### config.mk
export PLATFORM = sky130hd
export DESIGN_NAME = marker_gated_energy_accumulator
export DESIGN_NICKNAME = d
export VERILOG_FILES = /design/src/rtl/mgea_pkg.sv /design/src/rtl/mgea_ctrl.sv /design/src/rtl/mgea_dp.sv /design/src/rtl/marker_gated_energy_accumulator.sv
export SDC_FILE = /design/constraint.sdc
export NUM_CORES = 2
export LEC_CHECK = 0
export BUFFER_PORTS_ARGS = -buffer_cell sky130_fd_sc_hd__buf_2
export CAP_MARGIN = 10
export CORE_ASPECT_RATIO = 0.75
export CORE_MARGIN = 10
export CORE_UTILIZATION = 70
export DETAILED_ROUTE_END_ITERATION = 8
export GPL_TIMING_DRIVEN = 0
export HOLD_SLACK_MARGIN = 0.08
export PLACE_DENSITY = 0.89
export SYNTH_ARGS = -nofsm -noshare
export SYNTH_HDL_FRONTEND = slang
export SYNTH_SLANG_ARGS = --single-unit
### constraint.sdc
create_clock -name clk -period 21.6 [get_ports clk]
set_clock_uncertainty 0.2 [all_clocks]
set_input_delay 6.48 -clock clk [delete_from_list [all_inputs] [get_ports clk]]
set_output_delay 6.48 -clock clk [all_outputs]
set_load 0.01 [all_outputs]
### src/rtl/mgea_pkg.sv
// Package for the marker gated energy accumulator.
// Holds the trace mode and sequencer types, register indexes and the
// command and status structs shared by the controller and the datapath.
`timescale 1ns / 1ps
`default_nettype none

package mgea_pkg;

	localparam int CFG_IDX_W  = 3;
	localparam int REG_W      = 16;
	localparam int TRACE_W    = 16;
	localparam int COUNT_W    = 32;
	localparam int POWER_SHIFT = 24;

	localparam logic [CFG_IDX_W-1:0] REG_DEBOUNCE_LIMIT = 3'd0;
	localparam logic [CFG_IDX_W-1:0] REG_DECIMATION     = 3'd1;
	localparam logic [CFG_IDX_W-1:0] REG_MARKER_HIGH    = 3'd2;
	localparam logic [CFG_IDX_W-1:0] REG_MARKER_LOW     = 3'd3;
	localparam logic [CFG_IDX_W-1:0] REG_POWER_SCALE    = 3'd4;

	localparam logic [REG_W-1:0] RST_DEBOUNCE_LIMIT = 16'd1;
	localparam logic [REG_W-1:0] RST_DECIMATION     = 16'd1;
	localparam logic [REG_W-1:0] RST_MARKER_HIGH    = 16'h2000;
	localparam logic [REG_W-1:0] RST_MARKER_LOW     = 16'hE000;
	localparam logic [REG_W-1:0] RST_POWER_SCALE    = 16'd4100;

	localparam logic EVT_START = 1'b0;
	localparam logic EVT_END   = 1'b1;

	typedef enum logic [1:0] {
		MODE_IDLE,
		MODE_START_SEEN,
		MODE_IN_TRACE,
		MODE_STOP_SEEN
	} mode_t;

	typedef enum logic {
		SEQ_IN,
		SEQ_STEP
	} seq_t;

	typedef struct packed {
		logic load;
		logic step;
		logic out_load;
	} dp_cmd_t;

	typedef struct packed {
		logic evt;
	} dp_status_t;

endpackage

`default_nettype wire

### src/rtl/mgea_ctrl.sv
// Sequencer for the marker gated energy accumulator.
// Takes an item, commits its step, and keeps the result valid flag.
// Depends on mgea_pkg.
`timescale 1ns / 1ps
`default_nettype none

module mgea_ctrl (
	input  wire                 clk,
	input  wire                 arst_n,
	input  wire                 s_tvalid,
	output logic                s_tready,
	output logic                m_tvalid,
	input  wire                 m_tready,
	input  mgea_pkg::dp_status_t st,
	output mgea_pkg::dp_cmd_t   cmd
);
	import mgea_pkg::*;

	seq_t state_q;
	seq_t state_d;
	logic out_vld_q;
	logic commit;

	assign commit = (state_q == SEQ_STEP) && (!st.evt || !out_vld_q || m_tready);

	always_comb begin
		state_d = state_q;
		unique case (state_q)
			SEQ_IN: begin
				if (s_tvalid)
					state_d = SEQ_STEP;
			end
			SEQ_STEP: begin
				if (commit)
					state_d = SEQ_IN;
			end
			default: state_d = SEQ_IN;
		endcase
	end

	always_comb begin
		s_tready     = (state_q == SEQ_IN);
		cmd.load     = (state_q == SEQ_IN) && s_tvalid;
		cmd.step     = commit;
		cmd.out_load = commit && st.evt;
		m_tvalid     = out_vld_q;
	end

	always_ff @(posedge clk or negedge arst_n) begin
		if (!arst_n) begin
			state_q   <= SEQ_IN;
			out_vld_q <= 1'b0;
		end else begin
			state_q <= state_d;
			if (cmd.out_load)
				out_vld_q <= 1'b1;
			else if (m_tready)
				out_vld_q <= 1'b0;
		end
	end

endmodule

`default_nettype wire

### src/rtl/mgea_dp.sv
// Datapath for the marker gated energy accumulator.
// Holds registers, trace mode, debounce and decimation counters, the
// two-stage power multiply and the saturating accumulator. Depends on mgea_pkg.
`timescale 1ns / 1ps
`default_nettype none

module mgea_dp #(
	parameter int SAMPLE_WIDTH = 16,
	parameter int ACC_WIDTH    = 56
) (
	input  wire                                  clk,
	input  wire                                  arst_n,
	input  wire                                  cfg_wen,
	input  wire  [mgea_pkg::CFG_IDX_W-1:0]       cfg_idx,
	input  wire  [mgea_pkg::REG_W-1:0]           cfg_wdata,
	input  wire  signed [SAMPLE_WIDTH-1:0]       shunt_sample,
	input  wire  signed [SAMPLE_WIDTH-1:0]       supply_sample,
	input  wire  signed [SAMPLE_WIDTH-1:0]       marker_sample,
	input  mgea_pkg::dp_cmd_t                    cmd,
	output mgea_pkg::dp_status_t                 st,
	output logic                                 event_kind,
	output logic [mgea_pkg::TRACE_W-1:0]         trace_number,
	output logic [mgea_pkg::COUNT_W-1:0]         sample_index,
	output logic [mgea_pkg::COUNT_W-1:0]         counted_samples,
	output logic signed [ACC_WIDTH-1:0]          energy_sum
);
	import mgea_pkg::*;

	localparam int P1W  = 2 * SAMPLE_WIDTH;
	localparam int P2W  = P1W + REG_W + 1;
	localparam int PHW  = P2W - POWER_SHIFT;
	localparam int SUMW = ((ACC_WIDTH > PHW) ? ACC_WIDTH : PHW) + 1;
	localparam logic [ACC_WIDTH-1:0] ACC_MAX = {1'b0, {(ACC_WIDTH-1){1'b1}}};
	localparam logic [ACC_WIDTH-1:0] ACC_MIN = {1'b1, {(ACC_WIDTH-1){1'b0}}};

	logic [REG_W-1:0]        db_lim_q;
	logic [REG_W-1:0]        dec_q;
	logic signed [REG_W-1:0] hi_lvl_q;
	logic signed [REG_W-1:0] lo_lvl_q;
	logic [REG_W-1:0]        scale_q;

	mode_t                   mode_q;
	mode_t                   mode_d;
	logic [REG_W-1:0]        db_q;
	logic [REG_W-1:0]        db_d;
	logic [COUNT_W-1:0]      sample_q;
	logic [TRACE_W-1:0]      trace_q;
	logic [COUNT_W-1:0]      tsc_q;
	logic [COUNT_W-1:0]      tsc_d;
	logic [REG_W-1:0]        phase_q;
	logic [REG_W-1:0]        phase_d;
	logic signed [ACC_WIDTH-1:0] acc_q;
	logic                    acc_pend_q;

	logic signed [SAMPLE_WIDTH-1:0] marker_q;
	logic signed [P1W-1:0]   prod_s1;
	logic signed [P2W-1:0]   prod_s2;

	logic                    high;
	logic                    low;
	logic [REG_W:0]          db_next;
	logic                    db_hit;
	logic                    evt;
	logic                    kind;
	logic                    enter;
	logic                    trace_inc;
	logic                    acc_now;
	logic [REG_W-1:0]        phase_base;
	logic [COUNT_W-1:0]      tsc_base;
	logic [REG_W:0]          phase_next;
	logic [SUMW-1:0]         sum;
	logic [SUMW-ACC_WIDTH:0] sum_top;
	logic [ACC_WIDTH-1:0]    acc_sat;

	always_ff @(posedge clk or negedge arst_n) begin
		if (!arst_n) begin
			db_lim_q <= RST_DEBOUNCE_LIMIT;
			dec_q    <= RST_DECIMATION;
			hi_lvl_q <= RST_MARKER_HIGH;
			lo_lvl_q <= RST_MARKER_LOW;
			scale_q  <= RST_POWER_SCALE;
		end else if (cfg_wen) begin
			unique case (cfg_idx)
				REG_DEBOUNCE_LIMIT: db_lim_q <= cfg_wdata;
				REG_DECIMATION:     dec_q    <= cfg_wdata;
				REG_MARKER_HIGH:    hi_lvl_q <= cfg_wdata;
				REG_MARKER_LOW:     lo_lvl_q <= cfg_wdata;
				REG_POWER_SCALE:    scale_q  <= cfg_wdata;
				default: ;
			endcase
		end
	end

	always_comb begin
		high      = marker_q > hi_lvl_q;
		low       = marker_q < lo_lvl_q;
		db_next   = {1'b0, db_q} + 1'b1;
		db_hit    = db_next > {1'b0, db_lim_q};
		mode_d    = mode_q;
		db_d      = db_q;
		evt       = 1'b0;
		kind      = EVT_START;
		enter     = 1'b0;
		trace_inc = 1'b0;
		unique case (mode_q)
			MODE_IDLE: begin
				if (high) begin
					db_d = db_hit ? '0 : db_next[REG_W-1:0];
					if (db_hit)
						mode_d = MODE_START_SEEN;
				end
			end
			MODE_START_SEEN: begin
				if (low) begin
					mode_d = MODE_IN_TRACE;
					evt    = 1'b1;
					kind   = EVT_START;
					enter  = 1'b1;
					db_d   = '0;
				end
			end
			MODE_IN_TRACE: begin
				if (high) begin
					db_d = db_hit ? '0 : db_next[REG_W-1:0];
					if (db_hit) begin
						mode_d    = MODE_STOP_SEEN;
						evt       = 1'b1;
						kind      = EVT_END;
						trace_inc = 1'b1;
					end
				end
			end
			MODE_STOP_SEEN: begin
				if (low) begin
					mode_d = MODE_IDLE;
					db_d   = '0;
				end
			end
			default: mode_d = MODE_IDLE;
		endcase

		phase_base = enter ? '0 : phase_q;
		tsc_base   = enter ? '0 : tsc_q;
		acc_now    = (mode_d == MODE_IN_TRACE) && (phase_base == '0);
		phase_next = {1'b0, phase_base} + 1'b1;
		tsc_d      = tsc_base;
		phase_d    = phase_base;
		if (mode_d == MODE_IN_TRACE) begin
			if (acc_now && (tsc_base != '1))
				tsc_d = tsc_base + 1'b1;
			phase_d = (phase_next >= {1'b0, dec_q}) ? '0 : phase_next[REG_W-1:0];
		end
		st.evt = evt;
	end

	always_comb begin
		sum = SUMW'(acc_q) + SUMW'($signed(prod_s2[P2W-1:POWER_SHIFT]))
			+ SUMW'({1'b0, prod_s2[POWER_SHIFT-1]});
		sum_top = sum[SUMW-1:ACC_WIDTH-1];
		if ((&sum_top) || !(|sum_top))
			acc_sat = sum[ACC_WIDTH-1:0];
		else
			acc_sat = sum[SUMW-1] ? ACC_MIN : ACC_MAX;
	end

	always_ff @(posedge clk or negedge arst_n) begin
		if (!arst_n) begin
			mode_q     <= MODE_IDLE;
			db_q       <= '0;
			sample_q   <= '0;
			trace_q    <= '0;
			tsc_q      <= '0;
			phase_q    <= '0;
			acc_q      <= '0;
			acc_pend_q <= 1'b0;
		end else begin
			acc_pend_q <= cmd.step && acc_now;
			if (cmd.step) begin
				mode_q   <= mode_d;
				db_q     <= db_d;
				sample_q <= sample_q + 1'b1;
				tsc_q    <= tsc_d;
				phase_q  <= phase_d;
				if (trace_inc)
					trace_q <= trace_q + 1'b1;
			end
			if (cmd.step && enter)
				acc_q <= '0;
			else if (acc_pend_q)
				acc_q <= acc_sat;
		end
	end

	always_ff @(posedge clk) begin
		if (cmd.load) begin
			marker_q <= marker_sample;
			prod_s1  <= shunt_sample * supply_sample;
		end
		if (cmd.step)
			prod_s2 <= prod_s1 * $signed({1'b0, scale_q});
		if (cmd.out_load) begin
			event_kind   <= kind;
			trace_number <= trace_q;
			sample_index <= sample_q;
			if (kind == EVT_END) begin
				counted_samples <= tsc_q;
				energy_sum      <= acc_q;
			end else begin
				counted_samples <= '0;
				energy_sum      <= '0;
			end
		end
	end

endmodule

`default_nettype wire

### src/rtl/marker_gated_energy_accumulator.sv
// Top level of the marker gated energy accumulator.
// Packs the stream ports and joins mgea_ctrl and mgea_dp.
// Depends on mgea_pkg, mgea_ctrl and mgea_dp.
//
//   port group       dir  fields
//   s_tdata/tvalid   in   shunt_sample, supply_sample, marker_sample
//   m_tdata/tvalid   out  trace_number, sample_index, counted_samples, energy_sum
//   m_tuser          out  event_kind
//   cfg_*            in   register write: index, data
//
// Each item has a take cycle, which captures it and forms shunt times
// supply, and a step cycle, which steps the trace mode and multiplies by
// the power scale. The accumulate runs during the next item's take cycle.
// An item that makes a result stays in its step cycle while the previous
// result is still waiting on m_tready. Reset is asynchronous, active low.
`timescale 1ns / 1ps
`default_nettype none

module marker_gated_energy_accumulator #(
	parameter int SAMPLE_WIDTH = 16,
	parameter int ACC_WIDTH    = 56
) (
	input  wire                                  clk,
	input  wire                                  arst_n,
	input  wire                                  cfg_wen,
	input  wire  [mgea_pkg::CFG_IDX_W-1:0]       cfg_idx,
	input  wire  [mgea_pkg::REG_W-1:0]           cfg_wdata,
	input  wire                                  s_tvalid,
	output logic                                 s_tready,
	// shunt_sample, supply_sample, marker_sample
	input  wire  [((3*SAMPLE_WIDTH+7)/8)*8-1:0]  s_tdata,
	output logic                                 m_tvalid,
	input  wire                                  m_tready,
	// trace_number, sample_index, counted_samples, energy_sum
	output logic [((80+ACC_WIDTH+7)/8)*8-1:0]    m_tdata,
	// event_kind
	output logic                                 m_tuser
);
	import mgea_pkg::*;

	localparam int IN_W  = ((3*SAMPLE_WIDTH+7)/8)*8;
	localparam int OUT_W = ((80+ACC_WIDTH+7)/8)*8;
	localparam int OUT_USED = TRACE_W + 2*COUNT_W + ACC_WIDTH;

	dp_cmd_t    cmd;
	dp_status_t st;
	logic [TRACE_W-1:0]          trace_number;
	logic [COUNT_W-1:0]          sample_index;
	logic [COUNT_W-1:0]          counted_samples;
	logic signed [ACC_WIDTH-1:0] energy_sum;
	logic [IN_W-1:0]             in_bits;

	assign in_bits = s_tdata;

	mgea_ctrl u_ctrl (
		.clk      (clk),
		.arst_n   (arst_n),
		.s_tvalid (s_tvalid),
		.s_tready (s_tready),
		.m_tvalid (m_tvalid),
		.m_tready (m_tready),
		.st       (st),
		.cmd      (cmd)
	);

	mgea_dp #(
		.SAMPLE_WIDTH (SAMPLE_WIDTH),
		.ACC_WIDTH    (ACC_WIDTH)
	) u_dp (
		.clk             (clk),
		.arst_n          (arst_n),
		.cfg_wen         (cfg_wen),
		.cfg_idx         (cfg_idx),
		.cfg_wdata       (cfg_wdata),
		.shunt_sample    ($signed(in_bits[SAMPLE_WIDTH-1:0])),
		.supply_sample   ($signed(in_bits[2*SAMPLE_WIDTH-1:SAMPLE_WIDTH])),
		.marker_sample   ($signed(in_bits[3*SAMPLE_WIDTH-1:2*SAMPLE_WIDTH])),
		.cmd             (cmd),
		.st              (st),
		.event_kind      (m_tuser),
		.trace_number    (trace_number),
		.sample_index    (sample_index),
		.counted_samples (counted_samples),
		.energy_sum      (energy_sum)
	);

	assign m_tdata = OUT_W'({energy_sum, counted_samples, sample_index, trace_number}
		& {OUT_USED{1'b1}});

endmodule

`default_nettype wire

* Word level (Yosys, flattened, before mapping)
Index checks and enable logic that the tools add are counted.
** Word-level totals
- Register bits after elaboration :: 487
** Cells by class
- $add $sub $neg :: 7
- Multipliers :: 2
- Order comparisons :: 4
- Equal/unequal tests :: 11
- Muxes and demuxes :: 32
- Bitwise gates (word level) :: 1
- Reduce and logical (&&, ||, !) cells :: 29
** Operator list (count)
- $mux W56 :: 4
- $mux W16 :: 6
- $mux W32 :: 3
- $add A32 B1 Y32 const B :: 2
- $add A56 B25 Y57 :: 1
- $add A57 B1 Y57 :: 1
- $mul A32 B17 Y49 :: 1
- $add A16 B1 Y17 const B :: 2
- $mul A16 B16 Y32 :: 1
- $ne A32 B32 Y1 const B :: 1
- $pmux W16 S2 :: 1
- $ge A17 B16 Y1 :: 1
- $gt A17 B16 Y1 :: 1
- $add A16 B1 Y16 const B :: 1
- $gt A16 B16 Y1 :: 1
- $logic_not A16 Y1 :: 1
- $lt A16 B16 Y1 :: 1
- $reduce_and A2 Y1 :: 7
- $mux W2 :: 6
- $mux W1 :: 9
- $pmux W2 S4 :: 1
- $logic_and A1 B1 Y1 :: 7
- $eq A2 B2 Y1 const B :: 3
- $eq A3 B2 Y1 const B :: 2
- 13 further kinds :: 22

* Longest topological paths before layout
- Depth in word-level cells :: 11
- Gate-level depth with buffers :: 30

* Cells and area by module
From an unflattened synthesis, not the netlist that was laid out.
** Unflattened totals
- Cell total of the unflattened synthesis :: 4969
- Area, all modules :: 49583.8 um^2
** Modules (own cells, without submodules)
- mgea_dp :: times used 1, cells an instance 4957, area an instance 49480.0 um^2
- mgea_ctrl :: times used 1, cells an instance 12, area an instance 103.8 um^2

* Least setup slack after synthesis
OpenSTA, ideal clock, no wires.
- Path kind :: input port to flip-flop
- Start point :: input port m_tready
- End point :: register u_ctrl.out_vld_q, in the netlist u_ctrl.m_tvalid
- Library setup time :: 0.101 ns
- Arrival time :: 13.008 ns
- Required time :: 21.299 ns
- Setup slack :: 8.291 ns
- Stages :: 5
- Buffers on the path :: 0
- Cells stage by stage :: nor2b_1 nand2_1 nand2_1 nor2_1 or2_2
** RTL lines
- from (decl) :: line marker_gated_energy_accumulator.sv:33 : input wire m_tready,
- to (signal assigned) :: line mgea_ctrl.sv:52 : out_vld_q <= 1'b0;
- to (signal assigned) :: line mgea_ctrl.sv:56 : out_vld_q <= 1'b1;
- to (signal assigned) :: line mgea_ctrl.sv:58 : out_vld_q <= 1'b0;
- to (decl) :: line mgea_ctrl.sv:21 : logic out_vld_q;

* Worst setup path after layout
- Start point :: input port s_tdata[7]
- End point :: register u_dp.prod_s1[30], data pin
** On the way
- Word-level cells in the longest chain between the ends :: 1
** RTL lines
- from (decl) :: line marker_gated_energy_accumulator.sv:31 : input wire [((3*SAMPLE_WIDTH+7)/8)*8-1:0] s_tdata,
- $mul A16 B16 Y32 :: line mgea_dp.sv:197 : prod_s1 <= shunt_sample * supply_sample;
- to (signal assigned) :: line mgea_dp.sv:197
- to (decl) :: line mgea_dp.sv:56 : logic signed [P1W-1:0] prod_s1;
Every way passes these cells.
A chain may end at the register's enable or synchronous reset.

==> impl_metrics.json <==
{
  "syn_area_per_cell_sq_um": 9.76,
  "overflow": 0,
  "initial_core_util_pct": 71.1,
  "outcome": "complete, no violations",
  "worstPathRequired_ns": 21.77,
  "cp_slowest_cell": "clkbuf_1",
  "async_flop_share_pct": 54.5,
  "finalHoldViolations": 0,
  "cts.path.max_buffers": 3,
  "critical_path_buf_inv_count": 7,
  "crit_family": "adder cells",
  "vias_per_cell": 5.95,
  "hold_class": "flop to flop",
  "core.rowCount": 84,
  "grt_pass1_wl_um": 211000,
  "grt_pass1_vias": 39500,
  "place_inst": 6295,
  "drive_above_1_share_pct": 7.59,
  "finalCritPeriodShare_pct": 61.2,
  "antenna_found_initial": 2,
  "stdcell_area_sq_mm": 0.0543,
  "cts.sink_count": 464,
  "cts_hold_buffers": 0,
  "clk_pin_slew_ns": 0.06,
  "use_met2_pct": 50.3,
  "io_pins": 211,
  "timing.rr.start": "u_dp.scale_q[3]$_DFFE_PN0P_",
  "max-slew-margin-rel_pct": 14.7,
  "yosys_warnings": 0,
  "numCtsBuffers": 47,
  "worst_pin_slew_ns": 1.27,
  "tns_ns": 0,
  "num-fill-cells": 4536,
  "areaGrowthSynthToFinish_pct": 8.40,
  "clk_latency_ns": 0.64,
  "fp.dieH_um": 252,
  "route.detailed.drc": 0,
  "critPathArrivalTime_ns": 13.39,
  "maxCapViolations": 0,
  "wirelength_um": 131000,
  "core_region_area_sq_mm": 0.0705,
  "startpoint_type": "input pin",
  "first_pass_iters": 6,
  "final_cell_count_no_fill": 6389,
  "worst_path_largest_cell_delay_ns": 0.58,
  "ant_nets": 0,
  "ys.flop_type": "dfrtp_1",
  "drt_iter0_markers": 4026,
  "ys_types": 93,
  "worstSetupPathType": "input pin to flop",
  "cp-startpoint": "s_tdata[7]",
  "placed_area_sq_mm": 0.0525,
  "io_buffers": 210,
  "critical_path.max_fanout": 10,
  "synthesis.instances": 5132,
  "fin_crit_ns": 13.22,
  "ys_ff_latch": 464,
  "via_count": 38000,
  "end_kind": "flop",
  "ctsRootBufferMaster": "clkbuf_16",
  "use_met3_pct": 8.45,
  "routedWlPerCell_um": 20.5,
  "grt_max_degree": 101,
  "min_from": "u_dp.trace_q[15]$_DFFE_PN0P_",
  "yosysSeqAreaShare_pct": 25.3,
  "grtUsageTotal_pct": 31.9,
  "dpl.hpwl_um": 104000,
  "cts-resized-gates": 0,
  "grt_use_met1_pct": 42.9,
  "worst_path_most_repeated_cell": "fa_1",
  "final_nets": 6548,
  "syn_area_sq_mm": 0.0501,
  "finalSetupViolCount": 0,
  "drv_slew": 0,
  "final-seq-area_sq_mm": 0.0127,
  "synth_edf_count": 211,
  "post_cts.repair.setup_buffers": 0,
  "grt-busiest-layer": "met2",
  "floorplan.die_area_sq_mm": 0.0828,
  "multi_input_area_sq_mm": 0.0330,
  "htree_levels": 2,
  "place.gp.congestion": 1.01,
  "rsz0062_at_grt": "no",
  "timing.fmax_mhz": 75.6,
  "die_w_um": 329,
  "cts_tree": "yes",
  "synthesis.nets": 6281
}
per-stage QoR:
stage          utilization (%)  worst slack, ns  hold slack [ns]
2_1_floorplan                -             8.29            0.241
3_5_place_dp              74.5             7.84            0.265
3_3_place_gp              74.2             6.16            0.253
6_report                  77.0             8.38            0.282
4_1_cts                   77.0             8.48            0.276
5_1_grt                   77.0             8.09            0.297
Yosys cell counts, types with 16 or more instances:
cell,n,area share [%]
nand3_1,67,0.67
inv_1,976,7.3
nand4_1,38,0.47
ha_1,326,8.1
clkbuf_1,156,1.2
o21ai_0,191,1.9
and3_1,39,0.49
a22o_1,16,0.28
buf_2,20,0.20
mux2_2,38,0.85
a21oi_1,132,1.3
o21bai_1,17,0.25
a21o_1,42,0.63
xor2_1,64,1.1
nor2b_1,20,0.25
nand2b_1,37,0.46
dfrtp_1,245,12
edfxtp_1,211,13
nand2_1,661,5.0
a31oi_1,19,0.24
nor2_1,173,1.3
fa_1,751,30
nor3_1,36,0.36
xnor2_1,131,2.3
and2_1,457,5.7
layer usage:
layer	vias up	wire length, um
li1	16700	-
met1	18600	50800
met2	2345	59200
met3	397	16200
met5	-	51
met4	4	4960
final timing paths:
| kind | to | slack (ns) | cells after the start |
|---|---|---|---|
| worst min-delay path | u_dp.trace_number[15]$_DFFE_PP_ | 0.28 | 0 |
| worst min register to register | u_dp.trace_number[15]$_DFFE_PP_ | 0.28 | 0 |
| min in group asynchronous | u_dp.db_q[12]$_DFFE_PN0P_ | 5.59 | 1 |
| worst max-delay path | u_dp.prod_s1[30]$_DFFE_PP_ | 8.38 | 25 |
| max in group asynchronous | u_dp.acc_q[32]$_DFFE_PN0P_ | 14.26 | 3 |
| worst max register to register | u_dp.prod_s2[42]$_DFFE_PP_ | 12.26 | 21 |
layout by cell type, fill, tap and decap left out, drive strengths merged, types with 7 or more instances in the layout:
master / n
xor2: 64
and3: 39
nor2: 174
a211oi: 19
nand3: 69
ha: 326
dfrtp: 245
clkinv: 18
buf: 246
nor2b: 21
dfstp: 8
a2111oi: 7
a21o: 42
nand4: 40
or3: 9
a22o: 16
nand2: 663
edfxtp: 211
and4: 16
fa: 751
a21oi: 133
o31ai: 16
inv: 979
bufinv: 10
mux2: 38
o311ai: 12
nor4: 15
o21ai: 207
o21a: 13
a31oi: 19
clkbuf: 214
nand2b: 37
a221o: 8
xnor2: 131
or4: 7
and2: 458
o211ai: 9
o21bai: 17
nor3: 40
kinds of logic after synthesis:
logic type,share of synthesized area [%]
adders and majority gates,38.1
muxes,0.894
DFF,25.3
buffers and inverters,8.82
xor gates and xnor gates,3.41
and+or+nand+nor,16.0
AOI/OAI and AO/OA,7.46
cell type report:
class / instances / area share (%)
Clock inverter: 31 / 0.894
Antenna cell: 5 / 0.0230
Buffer: 185 / 1.38
Tap cell: 946 / 2.18
Inverter: 977 / 6.76
Sequential cell: 464 / 23.3
Clock buffer: 57 / 2.31
Multi-Input combinational cell: 3506 / 60.8
Timing Repair Buffer: 218 / 2.32
sequential cells by signal, indices dropped and copies added (netlist names), 26 cells and up:
signal and count:
u_dp.prod_s1 32, u_dp.prod_s2 26, u_dp.energy_sum 56, u_dp.tsc_q 32, u_dp.counted_samples 32, u_dp.acc_q 56, u_dp.sample_q 32, u_dp.sample_index 32
Power is not shown: default switching activity piles up to over one toggle a cycle in this logic, so the estimate is an artifact.
